$ cat src/rtl/core/bfa_pkg.sv
// ============================================================================
// bfa_pkg
// Shared sizes, codes and types of the bitmap first-free slot allocator.
// ============================================================================
`default_nettype none

package bfa_pkg;

    // Map geometry: the bitmap is kept as rows of 64 bits
    localparam int SLOTS   = 4096;
    localparam int ROW_W   = 64;
    localparam int ROWS    = SLOTS / ROW_W;
    localparam int ROW_AW  = $clog2(ROWS);
    localparam int BIT_AW  = $clog2(ROW_W);
    localparam int SLOT_AW = ROW_AW + BIT_AW;
    localparam int COUNT_W = $clog2(SLOTS) + 1;
    localparam int BASE_W  = 16;
    localparam int RES_W   = 17;
    localparam int CFG_AW  = 2;
    localparam int CFG_DW  = 16;

    // Request actions
    typedef enum logic [1:0] {
        ACT_ALLOC  = 2'd0,
        ACT_FREE   = 2'd1,
        ACT_MARK   = 2'd2,
        ACT_FORMAT = 2'd3
    } action_t;

    // Register indexes on the config port
    localparam logic [CFG_AW-1:0] CFG_RESERVED = 2'd0;
    localparam logic [CFG_AW-1:0] CFG_BASE     = 2'd1;

    // Operations of the row modify unit
    typedef enum logic [1:0] {
        OP_FIND_SET = 2'd0,
        OP_SET      = 2'd1,
        OP_CLEAR    = 2'd2
    } word_op_t;

    // Write request into the map store
    typedef struct packed {
        logic              en;
        logic [ROW_AW-1:0] addr;
        logic [ROW_W-1:0]  data;
    } map_wr_t;

    // Answer of the row modify unit
    typedef struct packed {
        logic              found;
        logic [BIT_AW-1:0] pos;
        logic              hit;
        logic [ROW_W-1:0]  word;
    } word_res_t;

endpackage

`default_nettype wire

$ cat src/rtl/core/bfa_map_store.sv
// ============================================================================
// bfa_map_store
// Row memory of the slot bitmap, one write and one registered read a cycle.
// Per-row valid bits make a never-written row read as all clear.
// ============================================================================
`default_nettype none

module bfa_map_store (
    input  wire logic                        clk,
    input  wire logic                        rst_n,
    input  wire bfa_pkg::map_wr_t            wr,
    input  wire logic [bfa_pkg::ROW_AW-1:0]  rd_addr,
    output logic      [bfa_pkg::ROW_W-1:0]   rd_word
);
    import bfa_pkg::*;

    logic [ROW_W-1:0] mem [ROWS];
    logic [ROW_W-1:0] rd_data_reg;
    logic [ROWS-1:0]  valid_reg;
    logic             rd_valid_reg;

    // Memory array: write port and registered read port
    always_ff @(posedge clk)
    begin
        if (wr.en)
        begin
            mem[wr.addr] <= wr.data;
        end
        rd_data_reg <= mem[rd_addr];
    end

    // Row valid bits, cleared at reset
    always_ff @(posedge clk or negedge rst_n)
    begin
        if (!rst_n)
        begin
            valid_reg    <= '0;
            rd_valid_reg <= 1'b0;
        end
        else
        begin
            if (wr.en)
            begin
                valid_reg[wr.addr] <= 1'b1;
            end
            rd_valid_reg <= valid_reg[rd_addr];
        end
    end

    assign rd_word = rd_valid_reg ? rd_data_reg : '0;

endmodule

`default_nettype wire

$ cat src/rtl/core/bfa_word_unit.sv
// ============================================================================
// bfa_word_unit
// Shared row modify unit: finds the lowest clear bit of a row or takes a
// given bit, and returns the row with that bit set or cleared.
// ============================================================================
`default_nettype none

module bfa_word_unit (
    input  wire logic [bfa_pkg::ROW_W-1:0]   word,
    input  wire bfa_pkg::word_op_t           op,
    input  wire logic [bfa_pkg::BIT_AW-1:0]  bit_idx,
    output bfa_pkg::word_res_t               res
);
    import bfa_pkg::*;

    logic [ROW_W-1:0]  clear_bits;
    logic [BIT_AW-1:0] low_pos;
    logic [BIT_AW-1:0] sel_pos;
    logic [ROW_W-1:0]  onehot;

    assign clear_bits = ~word;

    // Lowest clear bit
    always_comb
    begin
        low_pos = '0;
        for (int i = ROW_W - 1; i >= 0; i--)
        begin
            if (clear_bits[i])
            begin
                low_pos = BIT_AW'(i);
            end
        end
    end

    assign sel_pos = (op == OP_FIND_SET) ? low_pos : bit_idx;
    assign onehot  = ROW_W'(1) << sel_pos;

    // Modified row
    always_comb
    begin
        res.found = |clear_bits;
        res.pos   = sel_pos;
        res.hit   = word[sel_pos];
        case (op)
            OP_CLEAR: res.word = word & ~onehot;
            default:  res.word = word | onehot;
        endcase
    end

endmodule

`default_nettype wire

$ cat src/rtl/core/bitmap_first_free_allocator_top.sv
// ============================================================================
// bitmap_first_free_allocator_top
// Bitmap first-fit slot allocator: allocate, free, mark and format requests
// over a 4096-slot map held as 64 rows of 64 bits, with a free-slot count.
// ============================================================================
//
// Channel   Dir  Handshake                      Payload
// s_axis    in   s_axis_tvalid / s_axis_tready  action, slot_index
// m_axis    out  m_axis_tvalid / m_axis_tready  status, result_index, free_count
// cfg       in   cfg_valid / cfg_ready          cfg_index, cfg_data
//
// Allocate scans the map one row per cycle through the single read port,
// and skips the scan when the map is already full.
// Free and mark read the row, modify and write it, then give the result; format
// writes every row once.
// Reset clears per-row valid bits at once; no clearing pass is needed.
// The next request is taken while a result still waits on m_axis; a request
// finishing while the output register is full stalls until it drains.
`default_nettype none

module bitmap_first_free_allocator_top (
    input  wire logic                        clk,
    input  wire logic                        rst_n,
    // request stream
    input  wire logic                        s_axis_tvalid,
    output logic                             s_axis_tready,
    input  wire logic [15:0]                 s_axis_tdata,  // action[1:0], slot_index[13:2]
    // result stream
    output logic                             m_axis_tvalid,
    input  wire logic                        m_axis_tready,
    output logic      [31:0]                 m_axis_tdata,  // status[0], result_index[17:1],
                                                             // free_count[30:18]
    // config writes
    input  wire logic                        cfg_valid,
    output logic                             cfg_ready,
    input  wire logic [bfa_pkg::CFG_AW-1:0]  cfg_index,
    input  wire logic [bfa_pkg::CFG_DW-1:0]  cfg_data
);
    import bfa_pkg::*;

    typedef enum logic [2:0] {
        ST_IDLE,
        ST_SCAN,
        ST_RMW,
        ST_FMT,
        ST_DONE
    } state_t;

    state_t               state_reg,      state_next;
    logic [ROW_AW-1:0]    row_reg,        row_next;
    action_t              action_reg,     action_next;
    logic [BIT_AW-1:0]    slot_reg,       slot_next;
    logic [COUNT_W-1:0]   count_reg,      count_next;
    logic                 res_status_reg, res_status_next;
    logic [RES_W-1:0]     res_index_reg,  res_index_next;
    logic                 out_valid_reg,  out_valid_next;
    logic [31:0]          out_data_reg,   out_data_next;
    logic [COUNT_W-1:0]   reserved_reg;
    logic [BASE_W-1:0]    base_reg;

    logic                 in_fire;
    action_t              in_action;
    logic [SLOT_AW-1:0]   in_slot;
    map_wr_t              wr;
    logic [ROW_AW-1:0]    rd_addr;
    logic [ROW_W-1:0]     rd_word;
    word_op_t             op;
    word_res_t            unit_res;
    logic [COUNT_W-1:0]   fmt_n;
    logic [ROW_W-1:0]     fmt_word;

    assign s_axis_tready = (state_reg == ST_IDLE);
    assign in_fire       = s_axis_tvalid && s_axis_tready;
    assign in_action     = action_t'(s_axis_tdata[1:0]);
    assign in_slot       = s_axis_tdata[13:2];
    assign cfg_ready     = 1'b1;
    assign m_axis_tvalid = out_valid_reg;
    assign m_axis_tdata  = out_data_reg;

    // Map store and shared row unit
    bfa_map_store u_store (
        .clk     (clk),
        .rst_n   (rst_n),
        .wr      (wr),
        .rd_addr (rd_addr),
        .rd_word (rd_word)
    );

    assign op = (state_reg == ST_SCAN) ? OP_FIND_SET :
                (action_reg == ACT_FREE) ? OP_CLEAR : OP_SET;

    bfa_word_unit u_unit (
        .word    (rd_word),
        .op      (op),
        .bit_idx (slot_reg),
        .res     (unit_res)
    );

    // Format row pattern: reserved count saturates at the map size
    assign fmt_n = (reserved_reg > COUNT_W'(SLOTS)) ? COUNT_W'(SLOTS) : reserved_reg;

    always_comb
    begin
        if ({1'b0, row_reg} < fmt_n[COUNT_W-1:BIT_AW])
        begin
            fmt_word = '1;
        end
        else if ({1'b0, row_reg} == fmt_n[COUNT_W-1:BIT_AW])
        begin
            fmt_word = ~({ROW_W{1'b1}} << fmt_n[BIT_AW-1:0]);
        end
        else
        begin
            fmt_word = '0;
        end
    end

    // Sequencer
    always_comb
    begin
        state_next      = state_reg;
        row_next        = row_reg;
        action_next     = action_reg;
        slot_next       = slot_reg;
        count_next      = count_reg;
        res_status_next = res_status_reg;
        res_index_next  = res_index_reg;
        out_valid_next  = out_valid_reg && !m_axis_tready;
        out_data_next   = out_data_reg;
        rd_addr         = row_reg;
        wr.en           = 1'b0;
        wr.addr         = row_reg;
        wr.data         = unit_res.word;

        unique case (state_reg)
            ST_IDLE:
            begin
                if (in_fire)
                begin
                    action_next     = in_action;
                    slot_next       = in_slot[BIT_AW-1:0];
                    res_status_next = 1'b0;
                    res_index_next  = '0;
                    row_next        = '0;
                    rd_addr         = '0;
                    unique case (in_action)
                        ACT_ALLOC:
                        begin
                            if (count_reg == '0)
                            begin
                                res_status_next = 1'b1;
                                state_next      = ST_DONE;
                            end
                            else
                            begin
                                state_next = ST_SCAN;
                            end
                        end
                        ACT_FREE, ACT_MARK:
                        begin
                            rd_addr    = in_slot[SLOT_AW-1:BIT_AW];
                            row_next   = in_slot[SLOT_AW-1:BIT_AW];
                            state_next = ST_RMW;
                        end
                        ACT_FORMAT:
                        begin
                            state_next = ST_FMT;
                        end
                        default:
                        begin
                            state_next = ST_IDLE;
                        end
                    endcase
                end
            end

            ST_SCAN:
            begin
                // row_reg data is on the read port; fetch the next row meanwhile
                rd_addr  = row_reg + 1'b1;
                row_next = row_reg + 1'b1;
                if (unit_res.found)
                begin
                    wr.en          = 1'b1;
                    count_next     = count_reg - 1'b1;
                    res_index_next = RES_W'({row_reg, unit_res.pos}) + RES_W'(base_reg);
                    state_next     = ST_DONE;
                end
                else if (row_reg == ROW_AW'(ROWS - 1))
                begin
                    res_status_next = 1'b1;
                    state_next      = ST_DONE;
                end
            end

            ST_RMW:
            begin
                if (action_reg == ACT_FREE && unit_res.hit)
                begin
                    wr.en      = 1'b1;
                    count_next = count_reg + 1'b1;
                end
                else if (action_reg == ACT_MARK && !unit_res.hit)
                begin
                    wr.en      = 1'b1;
                    count_next = count_reg - 1'b1;
                end
                state_next = ST_DONE;
            end

            ST_FMT:
            begin
                wr.en    = 1'b1;
                wr.data  = fmt_word;
                row_next = row_reg + 1'b1;
                if (row_reg == ROW_AW'(ROWS - 1))
                begin
                    count_next = COUNT_W'(SLOTS) - fmt_n;
                    state_next = ST_DONE;
                end
            end

            ST_DONE:
            begin
                if (!out_valid_reg || m_axis_tready)
                begin
                    out_valid_next = 1'b1;
                    out_data_next  = {1'b0, count_reg, res_index_reg, res_status_reg};
                    state_next     = ST_IDLE;
                end
            end

            default:
            begin
                state_next = ST_IDLE;
            end
        endcase
    end

    // State, registered outputs and config registers
    always_ff @(posedge clk or negedge rst_n)
    begin
        if (!rst_n)
        begin
            state_reg     <= ST_IDLE;
            count_reg     <= COUNT_W'(SLOTS);
            out_valid_reg <= 1'b0;
            out_data_reg  <= '0;
            reserved_reg  <= '0;
            base_reg      <= '0;
        end
        else
        begin
            state_reg     <= state_next;
            count_reg     <= count_next;
            out_valid_reg <= out_valid_next;
            out_data_reg  <= out_data_next;
            if (cfg_valid && cfg_ready)
            begin
                case (cfg_index)
                    CFG_RESERVED: reserved_reg <= cfg_data[COUNT_W-1:0];
                    CFG_BASE:     base_reg     <= cfg_data[BASE_W-1:0];
                    default:      ;
                endcase
            end
        end
    end

    // Payload registers
    always_ff @(posedge clk)
    begin
        row_reg        <= row_next;
        action_reg     <= action_next;
        slot_reg       <= slot_next;
        res_status_reg <= res_status_next;
        res_index_reg  <= res_index_next;
    end

    // ------------------------------------------------------------------------
    // Assertions
    // ------------------------------------------------------------------------

    // free count never exceeds the map size
    a_count_range: assert property (@(posedge clk) disable iff (!rst_n)
        count_reg <= COUNT_W'(SLOTS))
        else $error("free count above map size");

    // a full report carries no slot and a zero free count
    a_full_result: assert property (@(posedge clk) disable iff (!rst_n)
        (m_axis_tvalid && m_axis_tdata[0]) |-> (m_axis_tdata[30:1] == '0))
        else $error("full status with nonzero index or count");

    // no map write while waiting for requests or delivering a result
    a_no_idle_write: assert property (@(posedge clk) disable iff (!rst_n)
        (state_reg == ST_IDLE || state_reg == ST_DONE) |-> !wr.en)
        else $error("map written outside a request");

    // an accepted request other than an allocate on a full map never finishes in the next cycle
    a_result_latency: assert property (@(posedge clk) disable iff (!rst_n)
        (in_fire && (in_action != ACT_ALLOC || count_reg != '0)) |=> !(state_reg == ST_IDLE))
        else $error("request dropped by sequencer");

endmodule

`default_nettype wire

$ cat config.mk
export PLATFORM = sky130hd
export DESIGN_NAME = bitmap_first_free_allocator_top
export DESIGN_NICKNAME = d
export VERILOG_FILES = /design/src/rtl/core/bfa_pkg.sv /design/src/rtl/core/bfa_map_store.sv /design/src/rtl/core/bfa_word_unit.sv /design/src/rtl/core/bitmap_first_free_allocator_top.sv
export SDC_FILE = /design/constraint.sdc
export NUM_CORES = 2
export LEC_CHECK = 0
export BUFFER_PORTS_ARGS = -buffer_cell sky130_fd_sc_hd__buf_2
export CORE_MARGIN = 2
export CORE_UTILIZATION = 45
export DETAILED_ROUTE_END_ITERATION = 16
export PLACE_DENSITY = 0.6
export SETUP_SLACK_MARGIN = 0.3
export SYNTH_ARGS = -nofsm -noshare
export SYNTH_HDL_FRONTEND = slang
export SYNTH_HIERARCHICAL = 1
export SYNTH_SLANG_ARGS = --single-unit
export TNS_END_PERCENT = 5
$ cat constraint.sdc
create_clock -name clk -period 21 [get_ports clk]
set_clock_uncertainty 0.2 [all_clocks]
set_input_delay 4.2 -clock clk [delete_from_list [all_inputs] [get_ports clk]]
set_output_delay 4.2 -clock clk [all_outputs]
set_load 0.01 [all_outputs]
==> flow_summary_export.csv <==
group,metric,value,unit
timing,finalCritPeriodShare,0.536,
timing,timing.fmax,88.9,MHz
critical_path,crit_slowest_cell,"buf_4",
synth,synth_enable_flop_cells,4128,
floorplanning,rows,225,
critical_path,startpoint_type,"flip-flop",
finish,utilization,0.508,
clock_network,cts-hold-fix-buffers,0,
timing,setup_viol,0,
critical_path,crit_family,"simple AND/OR/NAND/NOR gates",
synth,synth_nets,8164,
critical_path,path_cells,"nor2_1, and2_1, a21oi_1, or2_2, o41ai_4, nand2b_1, nor2_1, a221o_1, a2bb2oi_2, o311ai_1, nor4_2, nand3b_1, o21ai_0, o21ai_0, a21oi_1, buf_4, nand3_1, nor2_4, buf_4, buf_4",
power,peakVddDrop,233,uV
critical_path,reg2reg_from,"state_reg[2]",
power,pwr-share-clk,0.242,
power,switching_share,0.356,
power,p_leak,0.0606,uW
timing,slew_violations,0,
finish,final_cell_mix,"edfxtp_1 (4128), mux4_2 (1041), clkbuf_16 (438)",
synth,synth.ff_latch_count,4334,
finish,layout_commonest_cell,"edfxtp_1",
global_route,grt_max_degree,121,
critical_path,worst_ep_required_time,21370,ps
clock_network,clkSlewWorstSetupHoldPaths,60,ps
routing,drc_errors,0,
global_route,grt-ovfl-total,0,
power,seq_power_share,0.372,
critical_path,cp_slowest_stage_delay,1030,ps
critical_path,critical_path_class,"flip-flop to flip-flop",
floorplanning,initial_utilization,0.451,
outcome,status,"finished, final reports clean",
floorplanning,die_area,381000,um2
timing,layout_min_cycle_time,11250,ps
floorplanning,num_io_pins,74,
synth,synth_cell_type_count,101,
critical_path,cp_max_fo,34,
clock_network,clk_path_buf_depth,4,
synth,syn_inst,8095,
finish,drive_gt1_frac,0.268,
clock_network,cts_tree,"built",
critical_path,cpMostUsedCell,"buf_4",
synth,syn-mean-instance-area,20.9,um2
timing,worstMarginPinSlew,1330,ps
global_route,grt_pass1_vias,87613,
routing,vias,88710,
timing,timing.setup.tns,0,ps
worst_hold_path,hp-start,"u_store/valid_reg[14]",
power,combPwrFrac,0.386,
synth,yosysWarnings,6,
global_route,grt_pass1_wl,700,mm
clock_network,cts_buffers,431,
placement,dp_hpwl,282,mm
timing,rsz0062_at_grt,"false",
floorplanning,design.core.area,375000,um2
critical_path,crit_buf_inv,3,
routing,wirelength,507,mm
power,p_per_area,162,nW/um2
critical_path,arrival,11630,ps
synth,synth_area,169000,um2
clock_network,root_buffer,"clkbuf_16",
routing,first_pass_iters,6,
timing,final-hold-violation-count,0,
worst_hold_path,hold_class,"flip-flop to flip-flop",
finish,seqCellArea,129000,um2
power,switching_power,11000,uW
clock_network,postCtsSetupBuffers,0,
routing,via_per_inst,6.44,
clock_network,clk_latency,1010,ps
timing,worst_slew_margin_rel,0.113,
routing,drt_iter0_drc,13069,
clock_network,cts_resized,0,
finish,area_growth,12.6,%
critical_path,worst_setup_path_end_kind,"flip-flop",
global_route,antenna_found_initial,30,
synth,synthArstFlopShare,0.0328,
placement,place.gp.congestion,0.975,
floorplanning,dieHeight,617,um
critical_path,startpoint,"state_reg[2]",
floorplanning,die_width,617,um
flow_run,cap_violations,0,
clock_network,cts.sinks,4334,
routing,antenna_left,0,
synth,synth-main-ff-cell,"edfxtp_1",
finish,fillers,29529,
power,p_int,19900,uW
routing,wl_per_cell,36.8,um
finish,multi_input_area,38700,um2
global_route,gr-usage-all-layers,0.264,
clock_network,h-tree-depth,5,
synth,yosysSeqAreaShare,0.762,
placement,portBuffers,69,
finish,largest_reg_flops,4096,
finish,nets,8499,
-- power groups by stage --
stage / sequential (uW) / combinational (uW) / clock, uW
final: 11500 / 11900 / 7480
after global routing: 11500 / 12600 / 7890
after CTS: 11500 / 11900 / 7570
after detailed placement: 11700 / 11900 / 0
after global placement: 11600 / 11700 / 0
after floorplan: 11600 / 7890 / 0
-- metrics by stage --
stage	instance area, um2	power, uW	cells	setup slack (ps)	hold WS, ps
final	190000	30900	13783	9750	261
after global routing	190000	32000	13777	9540	272
after CTS	190000	31000	13773	10100	261
after detailed placement	177000	23500	12988	9640	246
after global placement	177000	23400	12988	9670	242
after floorplan	169000	19500	8095	11050	228
-- synthesized netlist by cell type, drive strengths merged, types with 8 or more instances --
library cell	instances	area, um2
a221o	8	80.1
o21a	10	75.1
nor2b	21	134
o211ai	13	97.6
buf	260	1780
a211oi	20	150
a32oi	8	70.1
a22o	17	149
clkbuf	204	767
and3	26	163
mux4	1041	23400
and4	9	81.3
mux2i	101	1010
ha	29	363
or2	76	475
edfxtp	4128	124000
a22oi	12	95.1
nand2b	27	169
mux2	114	1280
o22ai	326	2040
o22a	53	464
nor2	270	1020
xor2	8	70.1
nand2	228	861
dfxtp	64	1280
o221ai	57	499
nand3	55	275
a21oi	136	681
dfrtp	141	3530
nor3	98	505
o21ai	161	813
and2	79	494
nor4	74	503
inv	41	154
a31oi	29	188
a2bb2oi	11	103
nand4	28	181
-- final timing paths --
check / endpoint / slack [ps] / cells after the start
worst max-delay path: u_store/mem[62][28] / 9750 / 20
worst min-delay path: u_store/valid_reg[14] / 260 / 1
worst max register to register: u_store/mem[62][28] / 9750 / 20
worst min register to register: u_store/valid_reg[14] / 260 / 1
max in group asynchronous: count_reg[6] / 16140 / 2
min in group asynchronous: u_store/valid_reg[4] / 3040 / 1
-- cell families (layout without fill, tap and decap cells) --
| logic type | Yosys count | after routing | synth area share |
|---|---|---|---|
| flops | 4334 | 4334 | 0.762 |
| mux | 1256 | 1256 | 0.152 |
| simple gates | 1026 | 1026 | 0.0304 |
| compound gates | 928 | 928 | 0.0363 |
| buf+inv | 505 | 1192 | 0.0160 |
| fa+ha+maj | 30 | 30 | 0.00227 |
| xor+xnor | 14 | 14 | 0.000725 |
| other cells | 2 | 9 | 0.0000444 |
-- metal layers --
layer / GRT usage / part of all wire / vias to the layer above
met5: 0 / 0.00011 / -
li1: - / - / 34682
met4: 0.0849 / 0.036 / 10
met3: 0.0517 / 0.10 / 858
met1: 0.369 / 0.39 / 48236
met2: 0.420 / 0.47 / 4924
-- area by class of cell --
type / instances / share of cell area
tap: 4994 / 0.0328
clock buffer: 576 / 0.0613
antenna: 7 / 0.0000921
timing repair buffer: 366 / 0.0146
multi-input combinational: 3256 / 0.203
sequential: 4334 / 0.677
inverter: 41 / 0.000809
clock inverter: 209 / 0.0100
Note: power is estimated with default switching activity, not from simulation.
